File: config.mk
export PLATFORM = sky130hd
export DESIGN_NAME = divide_128_by_64
export DESIGN_NICKNAME = d
export VERILOG_FILES = /design/src/design/div128_pkg.sv /design/src/design/div128_ctrl.sv /design/src/design/div128_dp.sv /design/src/design/divide_128_by_64.sv
export SDC_FILE = /design/constraint.sdc
export NUM_CORES = 1
export LEC_CHECK = 0
export ABC_CLOCK_PERIOD_IN_PS = 8700
export BUFFER_PORTS_ARGS = -buffer_cell sky130_fd_sc_hd__buf_4
export CAP_MARGIN = 20
export CORE_ASPECT_RATIO = 0.7
export CORE_MARGIN = 1.5
export CORE_UTILIZATION = 57
export CTS_CLUSTER_SIZE = 24
export DETAILED_ROUTE_END_ITERATION = 12
export PLACE_DENSITY_LB_ADDON = 0.3
export SLEW_MARGIN = 20
export SYNTH_ARGS = -nofsm -noshare
export SYNTH_HDL_FRONTEND = slang
export SYNTH_HIERARCHICAL = 1
export SYNTH_SLANG_ARGS = --single-unit
export TNS_END_PERCENT = 1
File: constraint.sdc
create_clock -name clk -period 8.7 [get_ports clk]
set_input_delay 0.87 -clock clk [delete_from_list [all_inputs] [get_ports clk]]
set_output_delay 0.87 -clock clk [all_outputs]
set_load 0.03 [all_outputs]
File: src/design/div128_pkg.sv
`timescale 1ns / 1ps

package div128_pkg;

    // Commands from the controller to the datapath
    typedef struct packed {
        logic load;     // capture operands and check the range
        logic step;     // retire one quotient bit
        logic finish;   // move the result into the output register
    } div128_cmd_t;

    // Status from the datapath to the controller
    typedef struct packed {
        logic err;      // operands give a quotient that does not fit
        logic out_full; // output register holds an untaken result
    } div128_status_t;

endpackage

File: src/design/div128_ctrl.sv
`timescale 1ns / 1ps

module div128_ctrl
    import div128_pkg::*;
#(
    parameter int WORD_BITS = 64
) (
    input  logic           clk,
    input  logic           rst_n,
    input  logic           in_valid,
    output logic           in_stall,
    input  logic           out_stall,
    input  div128_status_t status,
    output div128_cmd_t    cmd
);

    localparam int CNT_W = (WORD_BITS > 1) ? $clog2(WORD_BITS) : 1;
    localparam logic [CNT_W-1:0] LAST_CNT = CNT_W'(WORD_BITS - 1);

    typedef enum logic [2:0] {
        ST_IDLE = 3'b001,
        ST_BUSY = 3'b010,
        ST_DONE = 3'b100
    } state_t;

    state_t           state_reg, state_next;
    logic [CNT_W-1:0] count_reg, count_next;
    logic             out_free;

    // The output slot is free when empty or being drained this cycle
    assign out_free = !status.out_full || !out_stall;
    assign in_stall = (state_reg != ST_IDLE);

    always_comb
    begin
        state_next = state_reg;
        count_next = count_reg;
        cmd        = '0;
        case (state_reg)
            ST_IDLE:
            begin
                if (in_valid)
                begin
                    cmd.load   = 1'b1;
                    count_next = '0;
                    state_next = ST_BUSY;
                end
            end
            ST_BUSY:
            begin
                if (status.err)
                begin
                    state_next = ST_DONE;
                end
                else
                begin
                    cmd.step   = 1'b1;
                    count_next = count_reg + 1'b1;
                    if (count_reg == LAST_CNT)
                    begin
                        state_next = ST_DONE;
                    end
                end
            end
            ST_DONE:
            begin
                if (out_free)
                begin
                    cmd.finish = 1'b1;
                    state_next = ST_IDLE;
                end
            end
            default:
            begin
                state_next = ST_IDLE;
            end
        endcase
    end

    always_ff @(posedge clk or negedge rst_n)
    begin
        if (!rst_n)
        begin
            state_reg <= ST_IDLE;
            count_reg <= '0;
        end
        else
        begin
            state_reg <= state_next;
            count_reg <= count_next;
        end
    end

endmodule

File: src/design/div128_dp.sv
`timescale 1ns / 1ps

module div128_dp
    import div128_pkg::*;
#(
    parameter int WORD_BITS = 64
) (
    input  logic                 clk,
    input  logic                 rst_n,
    input  div128_cmd_t          cmd,
    output div128_status_t       status,
    input  logic [WORD_BITS-1:0] dividend_high,
    input  logic [WORD_BITS-1:0] dividend_low,
    input  logic [WORD_BITS-1:0] divisor,
    input  logic                 out_stall,
    output logic                 out_valid,
    output logic [WORD_BITS-1:0] quotient,
    output logic [WORD_BITS-1:0] remainder,
    output logic                 overflow_error
);

    logic [WORD_BITS-1:0] rem_reg;
    logic [WORD_BITS-1:0] ql_reg;   // low dividend bits out the top, quotient bits in
    logic [WORD_BITS-1:0] div_reg;
    logic                 err_reg;
    logic                 out_valid_reg;
    logic [WORD_BITS-1:0] quo_out_reg;
    logic [WORD_BITS-1:0] rem_out_reg;
    logic                 err_out_reg;

    logic [WORD_BITS-1:0] shifted;
    logic [WORD_BITS+1:0] diff;
    logic                 take;
    logic                 range_err;

    assign range_err = (divisor == '0) || (dividend_high >= divisor);

    // Partial remainder shifted left with the next dividend bit; carry-out kept in the top
    assign shifted = {rem_reg[WORD_BITS-2:0], ql_reg[WORD_BITS-1]};
    assign diff    = {1'b0, rem_reg[WORD_BITS-1], shifted} - {2'b00, div_reg};
    assign take    = !diff[WORD_BITS+1];

    always_ff @(posedge clk)
    begin
        if (cmd.load)
        begin
            rem_reg <= dividend_high;
            ql_reg  <= dividend_low;
            div_reg <= divisor;
            err_reg <= range_err;
        end
        else if (cmd.step)
        begin
            rem_reg <= take ? diff[WORD_BITS-1:0] : shifted;
            ql_reg  <= {ql_reg[WORD_BITS-2:0], take};
        end

        if (cmd.finish)
        begin
            quo_out_reg <= err_reg ? '0 : ql_reg;
            rem_out_reg <= err_reg ? '0 : rem_reg;
            err_out_reg <= err_reg;
        end
    end

    always_ff @(posedge clk or negedge rst_n)
    begin
        if (!rst_n)
        begin
            out_valid_reg <= 1'b0;
        end
        else if (cmd.finish)
        begin
            out_valid_reg <= 1'b1;
        end
        else if (!out_stall)
        begin
            out_valid_reg <= 1'b0;
        end
    end

    assign status.err      = err_reg;
    assign status.out_full = out_valid_reg;

    assign out_valid      = out_valid_reg;
    assign quotient       = quo_out_reg;
    assign remainder      = rem_out_reg;
    assign overflow_error = err_out_reg;

endmodule

File: src/design/divide_128_by_64.sv
`timescale 1ns / 1ps

// Unsigned double-word by single-word divider. The dividend is
// dividend_high:dividend_low (2*WORD_BITS bits) and the divisor is one word;
// the result is a one-word quotient and remainder. When the divisor is zero
// or dividend_high is not below the divisor the quotient would not fit, so
// overflow_error is raised and quotient and remainder return as zero. The
// block works on one transaction at a time. A normal transaction runs the
// restoring shift-and-subtract loop, which retires one quotient bit per
// cycle, and then loads the output register once that register is free. A
// new transaction is not accepted until the last one has been moved into
// the output register. An out-of-range transaction skips the loop. in_stall
// is low only while the divider is idle. A finished result sits in the
// output register until taken, and the next transaction may be accepted
// meanwhile.
module divide_128_by_64
    import div128_pkg::*;
#(
    parameter int WORD_BITS = 64
) (
    input  logic                 clk,
    input  logic                 rst_n,
    input  logic                 in_valid,
    output logic                 in_stall,
    input  logic [WORD_BITS-1:0] dividend_high,
    input  logic [WORD_BITS-1:0] dividend_low,
    input  logic [WORD_BITS-1:0] divisor,
    output logic                 out_valid,
    input  logic                 out_stall,
    output logic [WORD_BITS-1:0] quotient,
    output logic [WORD_BITS-1:0] remainder,
    output logic                 overflow_error
);

    div128_cmd_t    cmd;
    div128_status_t status;

    // Sequencer: accept, iterate one bit per cycle, hand off to the output
    div128_ctrl #(
        .WORD_BITS (WORD_BITS)
    ) u_ctrl (
        .clk       (clk),
        .rst_n     (rst_n),
        .in_valid  (in_valid),
        .in_stall  (in_stall),
        .out_stall (out_stall),
        .status    (status),
        .cmd       (cmd)
    );

    // Operand registers, remainder/quotient shift registers and output register
    div128_dp #(
        .WORD_BITS (WORD_BITS)
    ) u_dp (
        .clk            (clk),
        .rst_n          (rst_n),
        .cmd            (cmd),
        .status         (status),
        .dividend_high  (dividend_high),
        .dividend_low   (dividend_low),
        .divisor        (divisor),
        .out_stall      (out_stall),
        .out_valid      (out_valid),
        .quotient       (quotient),
        .remainder      (remainder),
        .overflow_error (overflow_error)
    );

endmodule

==> impl_metrics.ini, run 1 <==
[timing]
max_clock_skew_ps = 14.45
setup_tns_ps = 0
final_min_period_over_clock_period_pct = 50.51
max_clock_freq_mhz = 227.6
hold_violations = 0
report.final.slew_viol_count = 0
worstMarginPinSlew_ps = 1132
finalWorstPathRequiredPeriod_ps = 4395
max_slew_margin_pct = 23.82
post-route-worst-setup-slack_ps = 4305
setup-violations-final = 0
grt_setup_unrepaired = false

[yosys]
synth_flop_cell = edfxtp_1
synth.net_count = 2029
synth.most_common_cell = edfxtp_1
post_syn_instances = 1703
ys_ff_latch = 332
synth_edf_count = 322
syn_area_per_cell_um2 = 11.20
yosys.area.top_type_share_pct = 50.72
netlist_area_before_placement_um2 = 19070
ys_warn_count = 6
synthTopCellsByCount = 322 x edfxtp_1, 180 x inv_1, 145 x a21oi_1, 134 x nor2b_1, 129 x ha_1
synth_async_sr_flop_share_pct = 3.012
netlist_top_cells_area = edfxtp_1 51%, ha_1 8.5%, nor2b_1 4.4%, mux2_2 4.1%, a21oi_1 3.8%
post_synth_num_cell_types = 82
seq_area_frac_synth_pct = 52.03
leading_area_contributor_after_synthesis = edfxtp_1

[grt]
maximum_number_of_pins_on_one_net_before_global_route_repair = 140
global_route.usage.total_pct = 29.51
first_global_vias = 13990
globalRouteOverflowTotal = 0
grt_antenna_before_repair = 0
wire_length_of_the_first_global_routing_pass_um = 79230

[floorplanning]
placement_rows = 55
pin_count = 327
core-area_um2 = 32620
vert_die_dim_um = 156.0
fp.dieW_um = 221.6
design.die.area_um2 = 34570
start_util_pct = 58.45

[worst_setup_path]
setup.worst_path.start_class = register
setup.worst_path.start = u_dp/rem_reg[35]$_DFFE_PP_
worstReg2RegStart = u_dp/rem_reg[35]$_DFFE_PP_
r2r_setup_slack_ps = 4310
critical_path.endpoint_type = register
path_class = reg -> reg
timing.rr.end = u_dp/rem_reg[24]$_DFFE_PP_
worstPathRequired_ps = 8960
arrival_ps = 4650
length_in_cells_of_the_worst_reg_to_reg_path = 12
critical_path.max_fanout = 57

[power_and_ir_drop]
p_leak_nw = 9.478
p_per_cell_area_nw_per_um2 = 367.3
ir_drop_v = 0.0002961

[layout]
syn_to_final_growth_pct = 20.26
num-fill-cells = 2363
nets = 2327
final-instance-count-excl-fill = 2452
post_route_cells_drive_above_1_share_pct = 24.05
antenna-diode-count = 0

[route]
viasPerCell = 5.949
vias = 14590
drt_wl_total_um = 51850
drt_first_pass_iters = 6
met3RoutedLength_um = 4696
met2_length_um = 22900
post_drt_wl_per_cell_um = 21.15
route.antenna.remaining_nets = 0
post-route-drc-count = 0
first_iter_violations = 1544
wirelength_met1_um = 23590
dr.max_layer_used = met4

[placed_design]
hpwlAfterDp_um = 38180
place_worst_setup_slack_ps = 3985
dp.cells = 2391
port-buffer-count = 326
gpl.final_weighted_congestion = 0.9440

[clock_network]
holdBufCountCts = 0
cts-buffers-inserted = 34
post-cts-setup-buffer-count = 0
htree_num_levels = 2
clkLatencyLatePin_ps = 540
cts.clk_slew.worst_paths_ps = 70
clock_tree.buffer_depth = 3
tritoncts = built
cts.repair.resized = 0
clock_sinks = 332
clock-root-buffer = clkbuf_16

[min_path]
min-delay-path-class = in -> async

[outcome]
status = finished, final reports clean

[flow_run]
max_cap_violations = 0
## worst max-delay path by stage
stage	endpoint	slack (ps)
floorplan	u_dp/overflow_error$_DFFE_PP_	910
global placement	u_dp/rem_reg[17]$_DFFE_PP_	4210
detailed placement	u_dp/rem_reg[10]$_DFFE_PP_	3980
CTS	u_dp/rem_reg[24]$_DFFE_PP_	3950
global route	u_dp/rem_reg[17]$_DFFE_PP_	4010
finish	u_dp/rem_reg[24]$_DFFE_PP_	4310
## final cells by class
type	instances	area, µm²	area share, %
well taps	427	534.3	2.330
clock buffers	41	898.4	3.918
inverters	181	686.9	2.996
clock inverters	19	241.5	1.053
repair buffers	335	2547	11.11
multi-input cells	1117	8099	35.32
flip-flops and latches	332	9921	43.27
## critical path: stages (launching register included)
cell	delay (ps)
edfxtp_1	410
ha_1	400
a21oi_1	330
o21ai_0	180
a211oi_1	380
nand3_1	180
a21oi_1	340
a211oi_2	180
o21ai_4	570
buf_4	610
nor2_1	120
a211oi_1	270
a21oi_1	80
## logic make-up (layout without fill, tap and decap cells)
| family | Yosys count | in the layout | synth area share (%) |
|---|---|---|---|
| xor gates and xnor gates | 55 | 55 | 2.527 |
| AOI/OAI and AO/OA | 430 | 430 | 14.86 |
| DFF | 332 | 332 | 52.03 |
| muxes | 75 | 75 | 4.397 |
| buffers and inverters | 254 | 576 | 5.558 |
| and+or+nand+nor | 427 | 427 | 12.05 |
| adders and majority gates | 130 | 130 | 8.571 |
## per-stage QoR
stage	instance area (µm²)	hold slack [ps]	utilization (%)	total power [mW]
floorplan	19070	448.9	-	5.807
global placement	21760	470.3	66.71	6.687
detailed placement	21760	472.3	66.71	6.770
CTS	22900	140.3	70.21	8.321
global route	22930	151.2	70.29	8.920
finish	22930	151.3	70.29	8.421
## layout by cell type (no fill, tap or decap), types with 5 or more instances in the layout
master,instances
mux2_2,70
clkbuf_16,35
o21bai_1,17
a211oi_1,36
nand2_1,80
nor2b_1,134
o21ai_0,65
nand4_1,40
o31ai_1,7
nand2b_1,11
clkbuf_1,6
buf_4,333
nand3_1,19
xor2_1,23
xnor2_1,32
o211ai_1,18
mux2i_1,5
edfxtp_1,322
o31a_1,5
ha_1,129
or3_1,5
a21oi_1,144
a21o_1,49
and2_1,10
inv_1,179
dfrtp_1,9
a31oi_1,8
o21a_1,30
nor2_1,71
nor4_1,19
nor3_1,17
## per-layer routing
layer,track usage [%],vias up
li1,-,6815
met3,6.742,58
met4,5.479,0
met1,43.70,7069
met5,0,-
met2,44.82,644
## power breakdown
group / switching, mW / internal, mW / leakage (nW) / total [mW]
clock: 0.651 / 0.869 / 0.547 / 1.52
combinational: 2.52 / 1.69 / 5.81 / 4.21
sequential: 0.235 / 2.46 / 3.12 / 2.69
total: 3.40 / 5.02 / 9.48 / 8.42
Power figures use the tool's default switching activity.
==> run 2: changes to the inputs <==
Settings changed: ABC_CLOCK_PERIOD_IN_PS 8700 to 3900, CORE_UTILIZATION 57 to 52.
Clock period 8.7 ns to 3.9 ns, I/O delays scaled along.
==> impl_metrics.ini, run 2 (same netlist as run 1, synthesis figures left out) <==
[outcome]
status = finished, final reports clean

[grt]
global_route.usage.total_pct = 26.99
met3_usage_pct = 4.609
grt_antenna_before_repair = 7
grt_util_met2_pct = 39.32
grt_use_met1_pct = 40.87
first_global_vias = 13970
globalRouteOverflowTotal = 0
maximum_number_of_pins_on_one_net_before_global_route_repair = 91
wire_length_of_the_first_global_routing_pass_um = 79240
gr-max-usage-layer = met1

[route]
drt_first_pass_iters = 5
route.antenna.remaining_nets = 0
vias = 14610
first_iter_violations = 1288
drt_wl_total_um = 52260
viasPerCell = 5.779
post_drt_wl_per_cell_um = 20.66
post-route-drc-count = 0

[clock_network]
clock-root-buffer = clkbuf_16
cts-buffers-inserted = 35
clkLatencyLatePin_ps = 540
tritoncts = built
htree_num_levels = 2
clock_tree.buffer_depth = 3
cts.clk_slew.worst_paths_ps = 70
clock_sinks = 332

[layout]
num-fill-cells = 2854
final_design_area_no_fill_um2 = 23260
post_route_cells_drive_above_1_share_pct = 24.91
nets = 2350
syn_to_final_growth_pct = 22.00
utilization_pct = 64.62
highest_count_cells_in_the_layout_ignoring_fill_and_taps = 348 x buf_4, 322 x edfxtp_1, 179 x inv_1, 143 x a21oi_1, 134 x nor2b_1
layout_commonest_cell = buf_4

[min_path]
worstHoldPathCells = 1
min-delay-path-class = in -> reg
worstHoldStart = divisor[47]
hold_path_end = u_dp/div_reg[47]$_DFFE_PP_

[power_and_ir_drop]
p_per_cell_area_nw_per_um2 = 817.3
ir_drop_v = 0.0004509
share_seq_of_total_power_pct = 31.6
clock_power_share_pct = 17.8
power.net_switching_mw = 7.567
comb_power_share_pct = 50.6
power_switching_share_pct = 39.80
p_int_mw = 11.45
p_leak_nw = 9.612
power.total_mw = 19.01

[floorplanning]
start_util_pct = 52.97
pin_count = 327
fp.dieW_um = 231.9
placement_rows = 58
vert_die_dim_um = 163.2
design.die.area_um2 = 37840
core-area_um2 = 35990

[timing]
final_min_period_over_clock_period_pct = 95.65
setup_tns_ps = 0
report.final.slew_viol_count = 0
setup-violations-final = 0
max_clock_skew_ps = 26.94
post-route-worst-setup-slack_ps = 169.6
worstMarginPinSlew_ps = 1084
max_slew_margin_pct = 27.73
finalWorstPathRequiredPeriod_ps = 3730
max_clock_freq_mhz = 268.1
hold_violations = 0
grt_setup_unrepaired = false

[placed_design]
gpl.final_weighted_congestion = 0.9781
port-buffer-count = 326
hpwlAfterDp_um = 39440
place_worst_setup_slack_ps = 39.21
placed_area_um2 = 22080

[worst_setup_path]
arrival_ps = 4010
critical_path.max_fanout = 3
timing.rr.end = u_dp/rem_reg[58]$_DFFE_PP_
r2r_setup_slack_ps = 170
length_in_cells_of_the_worst_reg_to_reg_path = 14
path_class = reg -> reg
worstReg2RegStart = u_dp/ql_reg[63]$_DFFE_PP_
worstPathRequired_ps = 4180
critical_path.endpoint_type = register
setup.worst_path.start_class = register

[flow_run]
max_cap_violations = 0
## run 2: worst max-delay path: stages (launching register included)
cell	delay (ps)
edfxtp_1	360
inv_1	80
ha_1	170
inv_1	60
fa_1	440
a211oi_1	370
nor2_1	120
o31a_1	310
nor4b_2	330
o41ai_2	170
a31oi_2	330
o21ai_0	210
a21oi_1	210
xor2_1	190
o221ai_1	120
## run 2: layout make-up
| class | instances | area, µm² | share of cell area (%) |
|---|---|---|---|
| sequential | 332 | 9921 | 42.65 |
| multi-input combinational | 1117 | 8122 | 34.91 |
| timing repair buffer | 357 | 2783 | 11.96 |
| clock buffer | 40 | 915.9 | 3.937 |
| inverter | 181 | 686.9 | 2.953 |
| tap | 480 | 600.6 | 2.582 |
| clock inverter | 16 | 217.7 | 0.9359 |
| antenna | 6 | 15.01 | 0.06455 |
## run 2: per-layer routing
layer	routed length, µm	up-vias
met2	22640	646
met4	1438	0
met5	0	-
met1	23860	7039
met3	4321	82
li1	-	6847
## run 2: per-stage QoR
step | hold slack (ps) | instances
6_report | 44.99 | 2529
5_1_grt | 35.29 | 2529
4_1_cts | 30.70 | 2523
3_5_place_dp | 226.7 | 2466
2_1_floorplan | 94.41 | 1703
3_3_place_gp | 225.1 | 2466
## run 2: power by group through the flow
stage	Sequential (mW)	Clock (mW)	Combinational, mW
4_1_cts	6.00	3.46	9.43
2_1_floorplan	5.94	0	6.99
3_3_place_gp	6.02	0	9.19
6_report	6.01	3.39	9.61
5_1_grt	6.10	3.58	10.5
3_5_place_dp	6.06	0	9.34
## run 2: worst max path at each step
stage / from / endpoint / slack, ps / cells after the start
global route: u_dp/rem_reg[35]$_DFFE_PP_ / u_dp/rem_reg[33]$_DFFE_PP_ / 0.3 / 12
floorplan: u_ctrl/state_reg[0]$_DFFE_PN1P_ / u_dp/ql_reg[0]$_DFFE_PP_ / -520 / 5
CTS: u_dp/ql_reg[63]$_DFFE_PP_ / u_dp/rem_reg[58]$_DFFE_PP_ / 30 / 14
finish: u_dp/ql_reg[63]$_DFFE_PP_ / u_dp/rem_reg[58]$_DFFE_PP_ / 170 / 14
detailed placement: u_dp/ql_reg[63]$_DFFE_PP_ / u_dp/rem_reg[58]$_DFFE_PP_ / 40 / 14
global placement: u_dp/ql_reg[63]$_DFFE_PP_ / u_dp/rem_reg[58]$_DFFE_PP_ / 230 / 14
## run 2: what timing repair did
item	4_1_cts	5_1_grt
gates resized for setup	0	3
hold buffers	1	0
buffers inserted	0	0
setup endpoints to repair	0	26
hold endpoints to repair	10	0
